[src/hw/rtl/mcsc_pkg.sv]
// ----------------------------------------------------------------------------
// mcsc_pkg
// Shared types, codes and constants of the pointer event classifier.
// ----------------------------------------------------------------------------
`default_nettype none

package mcsc_pkg;

  localparam int TimeBitsDef  = 32;
  localparam int CoordBitsDef = 16;

  // configuration reset values (ms)
  localparam logic [15:0] ClickWindowRst  = 16'd400;
  localparam logic [15:0] RepeatDelayRst  = 16'd400;
  localparam logic [15:0] RepeatPeriodRst = 16'd100;
  localparam logic [15:0] RepeatWaitRst   = 16'd500;

  // configuration register indexes
  localparam logic [1:0] CfgClickWindow  = 2'd0;
  localparam logic [1:0] CfgRepeatDelay  = 2'd1;
  localparam logic [1:0] CfgRepeatPeriod = 2'd2;

  // request types
  localparam logic [2:0] ReqTick   = 3'd0;
  localparam logic [2:0] ReqOther  = 3'd1;
  localparam logic [2:0] ReqButton = 3'd2;
  localparam logic [2:0] ReqMove   = 3'd3;
  localparam logic [2:0] ReqShift  = 3'd4;

  // button actions
  localparam logic [2:0] ActMidDown   = 3'd2;
  localparam logic [2:0] ActWheelDown = 3'd4;
  localparam logic [2:0] ActLeftUp    = 3'd5;

  // event classes
  localparam logic [3:0] EvNone    = 4'd0;
  localparam logic [3:0] EvClick   = 4'd1;
  localparam logic [3:0] EvRelease = 4'd2;
  localparam logic [3:0] EvDrag    = 4'd3;
  localparam logic [3:0] EvMove    = 4'd4;
  localparam logic [3:0] EvRepeat  = 4'd5;
  localparam logic [3:0] EvDouble  = 4'd6;
  localparam logic [3:0] EvTriple  = 4'd7;
  localparam logic [3:0] EvOther   = 4'd8;

  localparam logic [4:0] CodeLeft = 5'd1;
  localparam logic [2:0] MaskLeft = 3'b001;

  // result queue
  localparam int RqDepth = 4;
  localparam int RqPtrW  = $clog2(RqDepth);
  localparam int RqCntW  = $clog2(RqDepth + 1);

  typedef enum logic [2:0] {
    SEQ_NONE    = 3'b001,
    SEQ_CLICK   = 3'b010,
    SEQ_RELEASE = 3'b100
  } seq_state_t;

  typedef struct packed {
    logic [15:0] click_window;
    logic [15:0] repeat_delay;
    logic [15:0] repeat_period;
  } cfg_t;

  typedef struct packed {
    logic [3:0]         event_class;
    logic [4:0]         event_code;
    logic [2:0]         btn_state;
    logic signed [15:0] out_x;
    logic signed [15:0] out_y;
    logic signed [15:0] origin_x;
    logic signed [15:0] origin_y;
    logic               last;
  } result_t;

  typedef struct packed {
    logic    one;
    logic    two;
    result_t res0;
    result_t res1;
  } push_t;

endpackage

`default_nettype wire

[src/hw/rtl/mcsc_in_if.sv]
// ----------------------------------------------------------------------------
// mcsc_in_if
// Request channel: one timestamped pointer request per handshake.
// ----------------------------------------------------------------------------
`default_nettype none

interface mcsc_in_if #(
  parameter int TB = mcsc_pkg::TimeBitsDef
);
  logic                valid;
  logic                ready;
  logic [2:0]          req_type;
  logic [2:0]          button_action;
  logic [2:0]          held_buttons;
  logic signed [15:0]  pos_x;
  logic signed [15:0]  pos_y;
  logic [TB-1:0]       time_ms;

  modport source (
    output valid, req_type, button_action, held_buttons, pos_x, pos_y, time_ms,
    input  ready
  );

  modport sink (
    input  valid, req_type, button_action, held_buttons, pos_x, pos_y, time_ms,
    output ready
  );
endinterface

`default_nettype wire

[src/hw/rtl/mcsc_out_if.sv]
// ----------------------------------------------------------------------------
// mcsc_out_if
// Result channel: one classified pointer event per handshake.
// ----------------------------------------------------------------------------
`default_nettype none

interface mcsc_out_if;
  logic               valid;
  logic               ready;
  logic [3:0]         event_class;
  logic [4:0]         event_code;
  logic [2:0]         btn_state;
  logic signed [15:0] out_x;
  logic signed [15:0] out_y;
  logic signed [15:0] origin_x;
  logic signed [15:0] origin_y;
  logic               last;

  modport source (
    output valid, event_class, event_code, btn_state, out_x, out_y,
           origin_x, origin_y, last,
    input  ready
  );

  modport sink (
    input  valid, event_class, event_code, btn_state, out_x, out_y,
           origin_x, origin_y, last,
    output ready
  );
endinterface

`default_nettype wire

[src/hw/rtl/mcsc_core.sv]
// ----------------------------------------------------------------------------
// mcsc_core
// Request register plus single-pass classification, click-run tracking and
// left-button auto-repeat. Pushes zero, one or two results per request.
// ----------------------------------------------------------------------------
`default_nettype none

module mcsc_core #(
  parameter int TIME_BITS  = mcsc_pkg::TimeBitsDef,
  parameter int COORD_BITS = mcsc_pkg::CoordBitsDef
) (
  input  wire                 clk,
  input  wire                 rst_n,
  mcsc_in_if.sink             in_req,
  input  mcsc_pkg::cfg_t      cfg,
  input  wire                 q_room,
  output mcsc_pkg::push_t     push
);

  // request stage
  logic                  stg_vld_r, stg_vld_nxt;
  logic [2:0]            typ_r, act_r, held_r;
  logic signed [15:0]    px_r, py_r;
  logic [TIME_BITS-1:0]  t_r;

  // tracking state
  mcsc_pkg::seq_state_t  seq_r, seq_nxt;
  logic [4:0]            seq_btn_r, seq_btn_nxt;
  logic [TIME_BITS-1:0]  seq_time_r, seq_time_nxt;
  logic [1:0]            run_r, run_nxt;
  logic [2:0]            pm_r, pm_nxt;
  logic [TIME_BITS-1:0]  press_time_r, press_time_nxt;
  logic [15:0]           wait_r, wait_nxt;
  logic [COORD_BITS-1:0] org_x_r, org_x_nxt, org_y_r, org_y_nxt;

  logic                  in_acc, adv;
  logic [TIME_BITS-1:0]  d_seq, d_press;
  logic                  in_win, rpt_due;
  logic [3:0]            cls, rcls, meta;
  logic [4:0]            code, rcode;
  logic [1:0]            run_inc;

  assign in_req.ready = !stg_vld_r || q_room;
  assign in_acc       = in_req.valid && in_req.ready;
  assign adv          = stg_vld_r && q_room;

  assign d_seq   = t_r - seq_time_r;
  assign d_press = t_r - press_time_r;
  assign in_win  = d_seq <= TIME_BITS'(cfg.click_window);
  assign rpt_due = d_press > TIME_BITS'(wait_r);
  assign run_inc = run_r + 2'd1;

  always_comb begin
    stg_vld_nxt    = in_acc ? 1'b1 : (adv ? 1'b0 : stg_vld_r);
    seq_nxt        = seq_r;
    seq_btn_nxt    = seq_btn_r;
    seq_time_nxt   = seq_time_r;
    run_nxt        = run_r;
    pm_nxt         = pm_r;
    press_time_nxt = press_time_r;
    wait_nxt       = wait_r;
    org_x_nxt      = org_x_r;
    org_y_nxt      = org_y_r;
    cls            = mcsc_pkg::EvNone;
    code           = 5'd0;
    meta           = mcsc_pkg::EvNone;
    rcls           = mcsc_pkg::EvNone;
    rcode          = 5'd0;

    // classification
    case (typ_r)
      mcsc_pkg::ReqOther: begin
        cls = mcsc_pkg::EvOther;
      end
      mcsc_pkg::ReqButton: begin
        pm_nxt = held_r;
        if (act_r <= mcsc_pkg::ActWheelDown) begin
          cls  = mcsc_pkg::EvClick;
          code = 5'd1 << act_r;
          if (act_r <= mcsc_pkg::ActMidDown) begin
            pm_nxt = held_r | code[2:0];
          end
          org_x_nxt = COORD_BITS'(px_r);
          org_y_nxt = COORD_BITS'(py_r);
        end else begin
          cls    = mcsc_pkg::EvRelease;
          code   = 5'd1 << (act_r - mcsc_pkg::ActLeftUp);
          pm_nxt = held_r & ~code[2:0];
        end
      end
      mcsc_pkg::ReqMove: begin
        if (held_r != 3'd0) begin
          cls  = mcsc_pkg::EvDrag;
          code = {2'b00, held_r};
        end else begin
          cls = mcsc_pkg::EvMove;
        end
      end
      mcsc_pkg::ReqShift: begin
        org_x_nxt = org_x_r + COORD_BITS'(px_r);
        org_y_nxt = org_y_r + COORD_BITS'(py_r);
      end
      default: begin
        cls = mcsc_pkg::EvNone;
      end
    endcase

    // click/release runs
    if (cls == mcsc_pkg::EvClick) begin
      if (!(seq_r == mcsc_pkg::SEQ_RELEASE && seq_btn_r == code && in_win)) begin
        seq_btn_nxt = code;
        run_nxt     = 2'd0;
      end
      seq_nxt      = mcsc_pkg::SEQ_CLICK;
      seq_time_nxt = t_r;
    end else if (cls == mcsc_pkg::EvRelease && seq_r == mcsc_pkg::SEQ_CLICK &&
                 seq_btn_r == code && in_win) begin
      seq_nxt      = mcsc_pkg::SEQ_RELEASE;
      seq_time_nxt = t_r;
      run_nxt      = run_inc;
      if (run_inc == 2'd2) begin
        meta = mcsc_pkg::EvDouble;
      end else if (run_inc == 2'd3) begin
        meta    = mcsc_pkg::EvTriple;
        run_nxt = 2'd0;
      end
    end else if (cls != mcsc_pkg::EvNone && seq_r != mcsc_pkg::SEQ_NONE) begin
      seq_nxt      = mcsc_pkg::SEQ_NONE;
      seq_btn_nxt  = 5'd0;
      seq_time_nxt = '0;
      run_nxt      = 2'd0;
    end

    // left-button auto-repeat
    rcls  = cls;
    rcode = code;
    if (cls == mcsc_pkg::EvClick && code == mcsc_pkg::CodeLeft) begin
      press_time_nxt = t_r;
      wait_nxt       = cfg.repeat_delay;
    end else if (pm_nxt == 3'd0) begin
      press_time_nxt = '0;
    end else if (pm_nxt == mcsc_pkg::MaskLeft && rpt_due) begin
      wait_nxt       = cfg.repeat_period;
      press_time_nxt = t_r;
      rcls           = mcsc_pkg::EvRepeat;
      rcode          = {2'b00, pm_nxt};
    end

    // shift requests only move the origin
    if (typ_r == mcsc_pkg::ReqShift) begin
      seq_nxt        = seq_r;
      seq_btn_nxt    = seq_btn_r;
      seq_time_nxt   = seq_time_r;
      run_nxt        = run_r;
      pm_nxt         = pm_r;
      press_time_nxt = press_time_r;
      wait_nxt       = wait_r;
    end
  end

  always_comb begin
    push.one               = adv && (typ_r != mcsc_pkg::ReqShift);
    push.two               = push.one && (meta != mcsc_pkg::EvNone);
    push.res0.event_class  = rcls;
    push.res0.event_code   = rcode;
    push.res0.btn_state    = pm_nxt;
    push.res0.out_x        = px_r;
    push.res0.out_y        = py_r;
    push.res0.origin_x     = 16'(org_x_nxt);
    push.res0.origin_y     = 16'(org_y_nxt);
    push.res0.last         = (meta == mcsc_pkg::EvNone);
    push.res1              = push.res0;
    push.res1.event_class  = meta;
    push.res1.event_code   = code;
    push.res1.last         = 1'b1;
  end

  always_ff @(posedge clk) begin
    if (!rst_n) begin
      stg_vld_r    <= 1'b0;
      seq_r        <= mcsc_pkg::SEQ_NONE;
      seq_btn_r    <= 5'd0;
      seq_time_r   <= '0;
      run_r        <= 2'd0;
      pm_r         <= 3'd0;
      press_time_r <= '0;
      wait_r       <= mcsc_pkg::RepeatWaitRst;
      org_x_r      <= '1;
      org_y_r      <= '1;
    end else begin
      stg_vld_r <= stg_vld_nxt;
      if (adv) begin
        seq_r        <= seq_nxt;
        seq_btn_r    <= seq_btn_nxt;
        seq_time_r   <= seq_time_nxt;
        run_r        <= run_nxt;
        pm_r         <= pm_nxt;
        press_time_r <= press_time_nxt;
        wait_r       <= wait_nxt;
        org_x_r      <= org_x_nxt;
        org_y_r      <= org_y_nxt;
      end
    end
  end

  always_ff @(posedge clk) begin
    if (in_acc) begin
      typ_r  <= in_req.req_type;
      act_r  <= in_req.button_action;
      held_r <= in_req.held_buttons;
      px_r   <= in_req.pos_x;
      py_r   <= in_req.pos_y;
      t_r    <= TIME_BITS'(in_req.time_ms);
    end
  end

`ifndef NO_ASSERTIONS
  a_meta_class: assert property (@(posedge clk) disable iff (!rst_n)
    push.two |-> (push.res1.event_class == mcsc_pkg::EvDouble ||
                  push.res1.event_class == mcsc_pkg::EvTriple))
    else $error("second result is not a double or triple click");

  a_meta_last: assert property (@(posedge clk) disable iff (!rst_n)
    push.two |-> (push.one && !push.res0.last))
    else $error("first of two results marked last");

  a_stage_hold: assert property (@(posedge clk) disable iff (!rst_n)
    (stg_vld_r && !q_room) |=> (stg_vld_r && $stable(t_r) && $stable(typ_r)))
    else $error("blocked request lost from stage");
`endif

endmodule

`default_nettype wire

[src/hw/rtl/mcsc_rq.sv]
// ----------------------------------------------------------------------------
// mcsc_rq
// Small result queue; takes one or two results per push, drains one per
// handshake on the result channel.
// ----------------------------------------------------------------------------
`default_nettype none

module mcsc_rq (
  input  wire                 clk,
  input  wire                 rst_n,
  input  mcsc_pkg::push_t     push,
  output logic                q_room,
  output logic                head_vld,
  output mcsc_pkg::result_t   head,
  input  wire                 head_rdy
);

  mcsc_pkg::result_t                q_r [mcsc_pkg::RqDepth];
  logic [mcsc_pkg::RqPtrW-1:0]      wr_r, wr_nxt, rd_r, rd_nxt, wr1;
  logic [mcsc_pkg::RqCntW-1:0]      cnt_r, cnt_nxt;
  logic                             pop;

  assign head_vld = cnt_r != '0;
  assign head     = q_r[rd_r];
  assign pop      = head_vld && head_rdy;
  assign q_room   = cnt_r <= mcsc_pkg::RqCntW'(mcsc_pkg::RqDepth - 2);
  assign wr1      = wr_r + mcsc_pkg::RqPtrW'(1);

  always_comb begin
    wr_nxt  = wr_r + mcsc_pkg::RqPtrW'(push.one) + mcsc_pkg::RqPtrW'(push.two);
    rd_nxt  = rd_r + mcsc_pkg::RqPtrW'(pop);
    cnt_nxt = cnt_r + mcsc_pkg::RqCntW'(push.one) + mcsc_pkg::RqCntW'(push.two)
              - mcsc_pkg::RqCntW'(pop);
  end

  always_ff @(posedge clk) begin
    if (!rst_n) begin
      wr_r  <= '0;
      rd_r  <= '0;
      cnt_r <= '0;
    end else begin
      wr_r  <= wr_nxt;
      rd_r  <= rd_nxt;
      cnt_r <= cnt_nxt;
    end
  end

  always_ff @(posedge clk) begin
    if (push.one) begin
      q_r[wr_r] <= push.res0;
    end
    if (push.two) begin
      q_r[wr1] <= push.res1;
    end
  end

`ifndef NO_ASSERTIONS
  a_no_overflow: assert property (@(posedge clk) disable iff (!rst_n)
    cnt_r <= mcsc_pkg::RqCntW'(mcsc_pkg::RqDepth))
    else $error("result queue overflow");

  a_push_room: assert property (@(posedge clk) disable iff (!rst_n)
    push.one |-> q_room)
    else $error("push without room");

  a_pop_count: assert property (@(posedge clk) disable iff (!rst_n)
    (pop && !push.one) |=> cnt_r == $past(cnt_r) - mcsc_pkg::RqCntW'(1))
    else $error("count not decremented on pop");
`endif

endmodule

`default_nettype wire

[src/hw/rtl/mouse_click_sequence_classifier_top.sv]
// ----------------------------------------------------------------------------
// mouse_click_sequence_classifier_top
// Pointer event classifier with double/triple-click detection and
// left-button auto-repeat.
//
// Usage:
//   in_req  : one timestamped pointer request per valid/ready handshake.
//   out_res : classified events; a request gives one result, a release that
//             closes a double or triple click gives two (last marks the
//             final one), an origin shift gives none.
//   cfg_*   : write-only registers (click window, repeat delay, repeat
//             period); write only while the block is idle.
// Flow: an accepted request is registered and classified in the request
//   stage; its results go into the result queue, whose head drives out_res.
// Throughput: one request per cycle while the queue has room for two
//   results. The four-entry result queue sets the slack.
// Reset: registers return to their defaults, tracking state clears, the
//   click origin becomes -1/-1 and the queue empties.
// Stall: while out_res.ready is low the queue fills; in_req.ready drops
//   once the stage is full and fewer than two queue entries are free.
// ----------------------------------------------------------------------------
`default_nettype none

module mouse_click_sequence_classifier_top #(
  parameter int TIME_BITS  = mcsc_pkg::TimeBitsDef,
  parameter int COORD_BITS = mcsc_pkg::CoordBitsDef
) (
  input  wire         clk,
  input  wire         rst_n,
  mcsc_in_if.sink     in_req,
  mcsc_out_if.source  out_res,
  input  wire         cfg_we,
  input  wire [1:0]   cfg_idx,
  input  wire [15:0]  cfg_data
);

  mcsc_pkg::cfg_t    cfg_r;
  mcsc_pkg::push_t   push;
  mcsc_pkg::result_t head;
  logic              q_room;

  always_ff @(posedge clk) begin
    if (!rst_n) begin
      cfg_r.click_window  <= mcsc_pkg::ClickWindowRst;
      cfg_r.repeat_delay  <= mcsc_pkg::RepeatDelayRst;
      cfg_r.repeat_period <= mcsc_pkg::RepeatPeriodRst;
    end else if (cfg_we) begin
      case (cfg_idx)
        mcsc_pkg::CfgClickWindow:  cfg_r.click_window  <= cfg_data;
        mcsc_pkg::CfgRepeatDelay:  cfg_r.repeat_delay  <= cfg_data;
        mcsc_pkg::CfgRepeatPeriod: cfg_r.repeat_period <= cfg_data;
        default: begin
        end
      endcase
    end
  end

  mcsc_core #(
    .TIME_BITS  (TIME_BITS),
    .COORD_BITS (COORD_BITS)
  ) u_core (
    .clk    (clk),
    .rst_n  (rst_n),
    .in_req (in_req),
    .cfg    (cfg_r),
    .q_room (q_room),
    .push   (push)
  );

  mcsc_rq u_rq (
    .clk      (clk),
    .rst_n    (rst_n),
    .push     (push),
    .q_room   (q_room),
    .head_vld (out_res.valid),
    .head     (head),
    .head_rdy (out_res.ready)
  );

  assign out_res.event_class  = head.event_class;
  assign out_res.event_code   = head.event_code;
  assign out_res.btn_state    = head.btn_state;
  assign out_res.out_x        = head.out_x;
  assign out_res.out_y        = head.out_y;
  assign out_res.origin_x     = head.origin_x;
  assign out_res.origin_y     = head.origin_y;
  assign out_res.last         = head.last;

endmodule

`default_nettype wire

[src/flat_wrapper.sv]
// flat-port wrapper written by rule: the top's interface ports become plain ports
module mouse_click_sequence_classifier_top_flat 
#(
  parameter int TIME_BITS  = mcsc_pkg::TimeBitsDef,
  parameter int COORD_BITS = mcsc_pkg::CoordBitsDef
)
  (clk, rst_n, cfg_we, cfg_idx, cfg_data, in_req_valid, in_req_req_type, in_req_button_action, in_req_held_buttons, in_req_pos_x, in_req_pos_y, in_req_time_ms, in_req_ready, out_res_valid, out_res_event_class, out_res_event_code, out_res_btn_state, out_res_out_x, out_res_out_y, out_res_origin_x, out_res_origin_y, out_res_last, out_res_ready);
  mcsc_in_if in_req_i ();
  mcsc_out_if out_res_i ();
  input  wire clk;
  input  wire rst_n;
  input  wire cfg_we;
  input  wire [1:0] cfg_idx;
  input  wire [15:0] cfg_data;
  input wire logic [$bits(in_req_i.valid)-1:0] in_req_valid;
  input wire logic [$bits(in_req_i.req_type)-1:0] in_req_req_type;
  input wire logic [$bits(in_req_i.button_action)-1:0] in_req_button_action;
  input wire logic [$bits(in_req_i.held_buttons)-1:0] in_req_held_buttons;
  input wire logic [$bits(in_req_i.pos_x)-1:0] in_req_pos_x;
  input wire logic [$bits(in_req_i.pos_y)-1:0] in_req_pos_y;
  input wire logic [$bits(in_req_i.time_ms)-1:0] in_req_time_ms;
  output wire logic [$bits(in_req_i.ready)-1:0] in_req_ready;
  output wire logic [$bits(out_res_i.valid)-1:0] out_res_valid;
  output wire logic [$bits(out_res_i.event_class)-1:0] out_res_event_class;
  output wire logic [$bits(out_res_i.event_code)-1:0] out_res_event_code;
  output wire logic [$bits(out_res_i.btn_state)-1:0] out_res_btn_state;
  output wire logic [$bits(out_res_i.out_x)-1:0] out_res_out_x;
  output wire logic [$bits(out_res_i.out_y)-1:0] out_res_out_y;
  output wire logic [$bits(out_res_i.origin_x)-1:0] out_res_origin_x;
  output wire logic [$bits(out_res_i.origin_y)-1:0] out_res_origin_y;
  output wire logic [$bits(out_res_i.last)-1:0] out_res_last;
  input wire logic [$bits(out_res_i.ready)-1:0] out_res_ready;
  assign in_req_i.valid = in_req_valid;
  assign in_req_i.req_type = in_req_req_type;
  assign in_req_i.button_action = in_req_button_action;
  assign in_req_i.held_buttons = in_req_held_buttons;
  assign in_req_i.pos_x = in_req_pos_x;
  assign in_req_i.pos_y = in_req_pos_y;
  assign in_req_i.time_ms = in_req_time_ms;
  assign in_req_ready = in_req_i.ready;
  assign out_res_valid = out_res_i.valid;
  assign out_res_event_class = out_res_i.event_class;
  assign out_res_event_code = out_res_i.event_code;
  assign out_res_btn_state = out_res_i.btn_state;
  assign out_res_out_x = out_res_i.out_x;
  assign out_res_out_y = out_res_i.out_y;
  assign out_res_origin_x = out_res_i.origin_x;
  assign out_res_origin_y = out_res_i.origin_y;
  assign out_res_last = out_res_i.last;
  assign out_res_i.ready = out_res_ready;
  mouse_click_sequence_classifier_top #(.TIME_BITS(TIME_BITS), .COORD_BITS(COORD_BITS)) u_core (.clk(clk), .rst_n(rst_n), .in_req(in_req_i), .out_res(out_res_i), .cfg_we(cfg_we), .cfg_idx(cfg_idx), .cfg_data(cfg_data));
endmodule
[config.mk]
export PLATFORM = sky130hd
export DESIGN_NAME = mouse_click_sequence_classifier_top_flat
export DESIGN_NICKNAME = d
export VERILOG_FILES = /design/src/hw/rtl/mcsc_pkg.sv /design/src/hw/rtl/mcsc_in_if.sv /design/src/hw/rtl/mcsc_out_if.sv /design/src/hw/rtl/mcsc_core.sv /design/src/hw/rtl/mcsc_rq.sv /design/src/hw/rtl/mouse_click_sequence_classifier_top.sv /design/src/flat_wrapper.sv
export SDC_FILE = /design/constraint.sdc
export NUM_CORES = 1
export LEC_CHECK = 0
export BUFFER_PORTS_ARGS = -buffer_cell sky130_fd_sc_hd__buf_2
export CAP_MARGIN = 20
export CORE_ASPECT_RATIO = 1.4
export CORE_MARGIN = 10
export CORE_UTILIZATION = 55
export DETAILED_ROUTE_END_ITERATION = 7
export PLACE_DENSITY = 0.81
export SYNTH_ARGS = -nofsm -noshare
export SYNTH_HDL_FRONTEND = slang
export SYNTH_SLANG_ARGS = --single-unit
[constraint.sdc]
create_clock -name clk -period 7.49 [get_ports clk]
set_clock_uncertainty 0.15 [all_clocks]
set_input_delay 0.749 -clock clk [delete_from_list [all_inputs] [get_ports clk]]
set_output_delay 0.749 -clock clk [all_outputs]
set_load 0.01 [all_outputs]
==> out/metrics.yaml, run 1 <==
status: "finished clean"
p_total_uw: 9470
critical_path.max_fanout: 27
synthAdderAreaFrac_pct: 6.13
fin_setup_tns_ps: 0
die_width_um: 216
grt_overflow: 0
dpl.hpwl_um: 55600
via_count: 22890
rsz0062_at_grt: "no"
cts_tree: "done"
yosys_warnings: 0
drive_gt1_share_pct: 14.7
muxShareOfSynthArea_pct: 6.29
drt_iter0_drc: 2370
final-setup-viol-count: 0
hold_path.class: "input port to flip-flop"
hold_viol: 0
synth_compound_area_share_pct: 15.9
die_height_um: 295
clk_latency_ps: 610
synth_ff_type: "edfxtp_1"
post-route-period-util_pct: 90.4
worst_slew_pin_slew_ps: 989
synth_top_family_by_area: "compound AO/OA/AOI/OAI gates"
firstDrtPassIters: 6
root_buffer: "clkbuf_16"
ant_nets: 0
grt_pass1_vias: 23132
min_from: "in_req_button_action[0]"
synthesis.area_mm2: 0.0296
ys_seq_area_share_pct: 50.6
holdBufCountCts: 0
place_congestion: 0.997
cts_resized: 0
drc_errors: 0
synth_area_per_cell_um2: 10.7
synth_edf_count: 373
grt_pass1_wl_um: 127000
async_flop_share_pct: 0
post_cts_buffers: 0
grt_antenna_before_repair: 6
core_mm2: 0.0533
slew_headroom_pct: 34.0
dpl-instance-area_mm2: 0.0312
yosys.area_share.xor_xnor_pct: 1.77
vias_per_cell: 6.29
ir_worst_vdd_uv: 196
fin_crit_ps: 6770
cts-buffers-inserted: 53
cap_violations: 0
port_buffers: 174
clockBufferDepth: 3
rows: 100
clk_pin_slew_worst_paths_ps: 70
critical_path_class: "flip-flop to flip-flop"
startpoint_type: "flip-flop"
drv_slew: 0
nets: 3114
die_area_mm2: 0.0637
endpoint_kind: "flip-flop"
cts_sinks: 562
wl_per_cell_um: 22.3
power.leakage_uw: 0.0120
grt_max_degree: 67
wl_um: 81200
fmax_ghz: 0.148
p_per_area_mw_per_mm2: 287
crit-reg2reg-launch: "u_core.u_core.t_r[8]"
ios: 175
synthSimpleGateAreaFrac_pct: 15.3
worstPathArrival_ps: 7100
htree_levels: 2
grt_usage_pct: 24.9
synthDistinctLibCells: 86
cp.required_ps: 7820
worstSetupStartpoint: "u_core.u_core.t_r[8]"
synth_cells: 2773
synth-seq-cells: 562
start_util_pct: 55.6
syn_to_final_growth_pct: 11.3
syn_nets: 3010
finalInstanceArea_mm2: 0.0330
-- critical path, stage by stage, from the launching register on --
cell	delay [ps]
edfxtp_1	440
ha_1	430
nand3_1	140
a2111oi_0	390
buf_4	190
or2_0	140
nand2b_1	180
a31oi_1	120
xnor2_1	140
ha_1	300
and3_1	200
a221o_1	370
a221oi_1	300
a41oi_1	80
a21oi_1	290
nand4b_1	130
nand4b_1	260
or4_1	670
nor4b_1	710
nor2_4	70
inv_4	370
buf_4	350
and2_1	190
-- metrics by stage --
step / setup slack (ps) / cells / utilization (%) / hold WS [ps]
floorplan: 1400 / 2773 / - / 285
global placement: 962 / 3535 / 58.5 / 293
detailed placement: 849 / 3535 / 58.5 / 298
CTS: 795 / 3635 / 61.8 / 133
global route: 378 / 3640 / 61.9 / 138
finish: 719 / 3640 / 61.9 / 160
-- worst paths after layout --
kind	endpoint	slack, ps	cells past startpoint
max	u_core.u_rq.q_r[0][42]	720	22
min	u_core.u_core.act_r[0]	160	1
max reg2reg	u_core.u_rq.q_r[0][42]	720	22
min reg2reg	u_core.cfg_r[26]	310	2
-- flip-flops by register name, indices dropped and copies added (netlist names) --
register                    count
u_core.u_core.typ_r             3
u_core.u_core.seq_time_r       32
u_core.u_core.py_r             16
u_core.u_core.org_x_r          16
u_core.u_core.act_r             3
u_core.u_rq.cnt_r               3
u_core.u_core.stg_vld_r         1
u_core.u_core.pm_r              3
u_core.u_core.press_time_r     32
u_core.u_core.wait_r           16
u_core.cfg_r                   48
u_core.u_rq.wr_r                2
u_core.u_rq.q_r               308
u_core.u_core.org_y_r          16
u_core.u_core.seq_btn_r         5
u_core.u_core.t_r              32
u_core.u_core.seq_r             3
u_core.u_rq.rd_r                2
u_core.u_core.run_r             2
u_core.u_core.held_r            3
u_core.u_core.px_r             16
-- power by group --
group | switching, µW | total, µW | internal, µW
Clock | 1210 | 2730 | 1530
Sequential | 219 | 3810 | 3590
Combinational | 1750 | 2930 | 1170
-- cell usage after synthesis (22+ instances only) --
cell type    n  area (µm²)
buf_2       34         170
a22o_1      38         333
a21oi_1    212        1060
o21a_1      26         195
o2111ai_1   36         315
o21ai_0     59         295
nor3_1      29         145
inv_1      131         492
clkbuf_1   122         458
nand2_1    255         957
dfxtp_1    189        3780
xnor2_1     38         333
nor2_1     282        1060
o21ai_1     38         190
mux4_2      77        1730
and2_1     140         876
nand2b_1    31         194
nand4_1     22         138
edfxtp_1   373       11200
a21o_1      33         248
a221oi_1    24         210
o211ai_1    48         360
ha_1       134        1680
xor2_1      22         193
nand3_1     44         220
-- kinds of logic (layout without fill, tap and decap cells) --
kind of cell               after synthesis  count (layout)
buffers and inverters                  302             451
DFF                                    562             562
AOI/OAI and AO/OA                      686             686
muxes                                   90              90
xor gates and xnor gates                60              60
and+or+nand+nor                        932             932
other                                    0               4
adders and majority gates              141             141
-- routing by layer --
layer  track usage (%)  routed length, µm
met1              27.5              29500
met5                 0                 25
met2              46.1              42800
met3              3.71               5250
met4              11.6               3580
-- cell type report --
cell class,instances,area (µm²)
Antenna cell,4,10.0
Clock buffer,73,1470
Clock inverter,27,277
Fill cell,4228,20300
Inverter,136,517
Multi-Input combinational cell,1909,13500
Sequential cell,562,15000
Tap cell,714,893
Timing Repair Buffer,215,1290
-- cells in the final DEF, fill, tap and decap left out, drive strengths merged, types with 15 or more instances in the layout --
cell type,instances
edfxtp,373
nor2,282
nand2,255
buf,215
a21oi,212
dfxtp,189
and2,141
inv,135
ha,134
o21ai,99
mux4,77
clkbuf,73
o211ai,48
nand3,44
xnor2,38
a22o,38
o2111ai,36
a21o,33
nand2b,31
nor3,30
a211oi,27
o21a,26
a221oi,24
xor2,22
nand4,22
a31oi,21
or3,21
clkinv,19
o22ai,17
nor2b,15
Note: power is estimated with default switching activity, not from simulation.
==> run 2, diff against run 1 <==
==> constraint.sdc (replaced) <==
create_clock -name clk -period 8.6 [get_ports clk]
set_clock_uncertainty 0.15 [all_clocks]
set_input_delay 0.86 -clock clk [delete_from_list [all_inputs] [get_ports clk]]
set_output_delay 0.86 -clock clk [all_outputs]
set_load 0.01 [all_outputs]
==> out/metrics.yaml, run 2 (synthesized netlist as in run 1, its figures left out) <==
status: "finished clean"
place_congestion: 0.968
wl_per_cell_um: 22.3
critical_path.max_fanout: 64
worstPathArrival_ps: 7600
layout_commonest_cell: "edfxtp_1"
firstDrtPassIters: 7
dpl-instance-area_mm2: 0.0311
min_delay_path_depth: 1
grt_pass1_vias: 23211
ant_nets: 0
top_regs: "u_core.u_rq.q_r: 308 flops, u_core.cfg_r: 48 flops"
htree_levels: 2
cp.required_ps: 8720
fin_setup_tns_ps: 0
grt_overflow: 0
min_from: "in_req_pos_x[10]"
finalInstanceArea_mm2: 0.0330
ios: 175
dp.cells: 3529
root_buffer: "clkbuf_16"
regToRegSetupSlack_ps: 1130
drt_iter0_drc: 2031
endpoint_kind: "flip-flop"
fin_crit_ps: 7470
m1WireLength_um: 28800
power.leakage_uw: 0.0121
worst_slew_pin_slew_ps: 1010
critical_path_class: "flip-flop to flip-flop"
grt_pass1_wl_um: 126000
die_width_um: 216
final_cell_mix: "edfxtp_1 (373), nor2_1 (276), nand2_1 (255), a21oi_1 (212), dfxtp_1 (187)"
die_area_mm2: 0.0637
top_layer: "met5"
pre_cts_ws_ps: 1390
rsz0062_at_grt: "no"
largest_register: "u_core.u_rq.q_r"
ir_worst_vdd_uv: 176
drc_errors: 0
final-setup-viol-count: 0
grt_usage_pct: 24.9
grt_max_degree: 74
fillCellCount: 4206
cts-buffers-inserted: 56
timing.rr.end: "u_core.u_rq.q_r[0][69]"
slew_headroom_pct: 32.4
crit-reg2reg-launch: "u_core.u_core.t_r[8]"
clockBufferDepth: 3
post-route-period-util_pct: 86.9
clk_pin_slew_worst_paths_ps: 60
vias_per_cell: 6.27
startpoint_type: "flip-flop"
drive_gt1_share_pct: 14.8
dpl.hpwl_um: 55900
rows: 100
cap_violations: 0
reg2regPathDepth: 21
drv_slew: 0
syn_to_final_growth_pct: 11.2
via_count: 22793
hold_end: "u_core.u_core.px_r[10]"
dr_wl_met2_um: 42800
p_total_uw: 8290
grt_antenna_before_repair: 3
hold_path.class: "input port to flip-flop"
largest_register_ffs: 308
fin_ws_ps: 1130
wl_um: 81000
port_buffers: 174
start_util_pct: 55.6
die_height_um: 295
stdcell_count: 3638
cts_sinks: 562
holdBufCountCts: 0
p_per_area_mw_per_mm2: 251
cts_resized: 0
post_cts_buffers: 0
wl_met3_um: 5420
hold_viol: 0
core_mm2: 0.0533
cts_tree: "done"
nets: 3111
fmax_ghz: 0.134
clk_latency_ps: 630
-- run 2: changes by cell type in the layout (fill, tap and decap cells not counted), moves of 3 or more --
cell        delta
clkinv_1       -6
clkbuf_1       +3
clkinvlp_4     -4
clkinv_2       +3
clkbuf_8       +5
buf_12         -5
bufinv_16      -3
clkbuf_16      +4
inv_4          +3
-- run 2: worst max path at each step --
stage,startpoint,endpoint,slack (ps),cells past startpoint
floorplan,u_core.u_core.t_r[0],u_core.u_rq.q_r[0][10],2510,22
global placement,u_core.u_core.t_r[8],u_core.u_rq.q_r[0][12],1580,21
detailed placement,u_core.u_core.t_r[8],u_core.u_rq.q_r[0][14],1390,21
CTS,u_core.u_core.t_r[8],u_core.u_rq.q_r[0][6],1280,21
global route,u_core.u_core.t_r[8],u_core.u_rq.q_r[0][70],740,21
finish,u_core.u_core.t_r[8],u_core.u_rq.q_r[0][69],1130,21
-- run 2: where the power goes --
part	switching (µW)	internal [µW]
Clock	1070	1370
Sequential	218	3130
Combinational	1500	1000
Total	2780	5500
-- run 2: critical path, stage by stage (launching register included) --
cell and delay (ps):
edfxtp_1 450, ha_1 420, nand3_1 130, a2111oi_0 810
or2_0 220, nand2b_1 160, a31oi_1 110, xnor2_1 150
ha_1 300, and3_1 210, a221o_1 350, a221oi_1 300
a41oi_1 80, a21oi_1 320, nand4b_1 150, nand4b_1 200
or4_1 660, nor4b_1 720, nor2_4 20, buf_4 310
inv_4 450, buf_12 370
-- run 2: area by class of cell --
class	instances	area (µm²)	share of cell area (%)
well taps	714	893	2.71
diodes	2	5.00	0.0152
repair buffers	209	1180	3.58
clock buffers	85	1650	5.02
clock inverters	21	203	0.615
multi-input cells	1909	13500	41.0
flip-flops and latches	562	15000	45.5
inverters	136	517	1.57
-- run 2: through the flow --
stage,util [%],hold slack (ps)
4_1_cts,61.8,230
3_5_place_dp,58.3,299
6_report,61.8,255
3_3_place_gp,58.3,293
2_1_floorplan,-,285
5_1_grt,61.8,230
-- run 2: metal layers --
layer	vias up	GRT usage (%)
met5	-	0
met4	2	11.8
met3	244	4.22
met2	952	46.2
met1	11134	26.8
li1	10461	-
==> run 3, diff against run 2 <==
--- a/config.mk
+++ b/config.mk
@@ -10,6 +10,7 @@
 export CORE_ASPECT_RATIO = 1.4
 export CORE_MARGIN = 10
 export CORE_UTILIZATION = 55
+export CTS_CLUSTER_DIAMETER = 120
 export DETAILED_ROUTE_END_ITERATION = 7
 export PLACE_DENSITY = 0.81
 export SYNTH_ARGS = -nofsm -noshare
==> constraint.sdc (replaced) <==
create_clock -name clk -period 7.8 [get_ports clk]
set_clock_uncertainty 0.15 [all_clocks]
set_input_delay 0.78 -clock clk [delete_from_list [all_inputs] [get_ports clk]]
set_output_delay 0.78 -clock clk [all_outputs]
set_load 0.01 [all_outputs]
==> out/metrics.yaml, run 3 (synthesized netlist as in run 1, its figures left out) <==
fin_setup_tns_ps: 0
cts-buffers-inserted: 54
fin_util_pct: 62.2
nets: 3117
htree_levels: 2
cap_violations: 0
crit_chain: "ha_1 > nand3_1 > a2111oi_0 > or2_0 > o21ai_0 > nor2b_1 > xnor2_1 > ha_1 > and4_1 > a221oi_1 > a41oi_1 > a21oi_1 > nand4b_1 > nand4b_1 > or4_1 > nor4b_1 > nor2_4 > clkinv_2 > buf_12"
wl_um: 80900
worstPathArrival_ps: 7260
multi_input_area_mm2: 0.0135
hold_viol: 0
cts_tree: "done"
status: "finished clean"
drive_gt1_share_pct: 14.9
cts_resized: 0
worst_slew_pin_slew_ps: 1060
clk_latency_ps: 630
root_buffer: "clkbuf_16"
endpoint_kind: "flip-flop"
cpPeakStageDelay_ps: 790
met1_usage_pct: 27.1
core_mm2: 0.0533
power.leakage_uw: 0.0121
post_cts_buffers: 0
startpoint_type: "flip-flop"
grt_pass1_vias: 22794
syn_to_final_growth_pct: 11.8
critical_path_class: "flip-flop to flip-flop"
cp.depth: 19
clk_pin_slew_worst_paths_ps: 70
drv_slew: 0
die_height_um: 295
fmax_ghz: 0.140
firstDrtPassIters: 6
final-setup-viol-count: 0
hold_path.class: "input port to flip-flop"
critPathSlowestCell: "a2111oi_0"
busiest_layer: "met2"
ant_nets: 0
critical_path.max_fanout: 77
wl_per_cell_um: 22.2
post-route-period-util_pct: 91.8
drt_iter0_drc: 2059
clockBufferDepth: 3
layout_commonest_cell: "edfxtp_1"
final_cell_mix: "edfxtp_1 (373), nor2_1 (276), nand2_1 (255), a21oi_1 (212), dfxtp_1 (187)"
cts_sinks: 562
top_regs: "u_core.u_rq.q_r: 308 flops, u_core.cfg_r: 48 flops"
place_congestion: 0.926
ir_worst_vdd_uv: 204
holdBufCountCts: 0
met2_usage_pct: 45.7
regArea_mm2: 0.0150
reg2regPathDepth: 19
die_area_mm2: 0.0637
via_count: 22628
grt_usage_pct: 24.6
min_delay_path_depth: 1
start_util_pct: 55.6
fin_crit_ps: 7160
ios: 175
fillCellCount: 4145
grt_overflow: 0
rows: 100
slew_headroom_pct: 27.2
crit_family: "simple AND/OR/NAND/NOR gates"
grt_max_degree: 78
rsz0062_at_grt: "no"
die_width_um: 216
cp.required_ps: 7900
dpl.hpwl_um: 56100
grtUsageMet3_pct: 3.66
largest_register: "u_core.u_rq.q_r"
drc_errors: 0
p_per_area_mw_per_mm2: 279
grt_pass1_wl_um: 125000
vias_per_cell: 6.21
grt_antenna_before_repair: 5
largest_register_ffs: 308
port_buffers: 174
critPathBufInv: 2
run 3: report_power, final:
part	total [µW]	internal (µW)	switching [µW]
Combinational	2820	1130	1690
Sequential	3650	3450	207
Clock	2770	1600	1180
run 3: metal layers:
layer  share of wire [%]  up-vias
li1                    -    10490
met1                  37    11079
met2                  53      872
met3                 6.3      183
met4                 3.9        4
met5               0.038        -
run 3: worst register-to-register path, delay by kind of cell, from the launching register on:
kind,cells,cell delay [ps]
compound gates,5,1810
simple gates,9,2910
flops,1,440
xor+xnor,1,150
buf+inv,2,520
fa+ha+maj,2,730
run 3: path summary, 6_finish.rpt:
kind                         from                      to  slack [ps]
min               in_req_pos_x[7]   u_core.u_core.px_r[7]         180
max          u_core.u_core.t_r[8]  u_core.u_rq.q_r[1][69]         640
min reg2reg      u_core.cfg_r[27]        u_core.cfg_r[27]         310
max reg2reg  u_core.u_core.t_r[8]  u_core.u_rq.q_r[1][69]         640
run 3: cell type report:
type,count,area share [%]
Clock inverter,19,0.944
Multi-Input combinational cell,1909,40.8
Inverter,136,1.56
Sequential cell,562,45.2
Antenna cell,3,0.0227
Clock buffer,83,4.74
Tap cell,714,2.70
Timing Repair Buffer,217,3.99
run 3: stage by stage:
stage	instance area (µm²)	setup WS [ps]	power [µW]	hold slack, ps	std cells
after global routing	33100	247	9650	143	3643
after floorplan	29600	1710	5570	285	2773
after global placement	31200	1010	6390	292	3536
after detailed placement	31200	794	6480	297	3536
final	33100	636	9240	176	3643
after CTS	33100	758	9250	139	3638
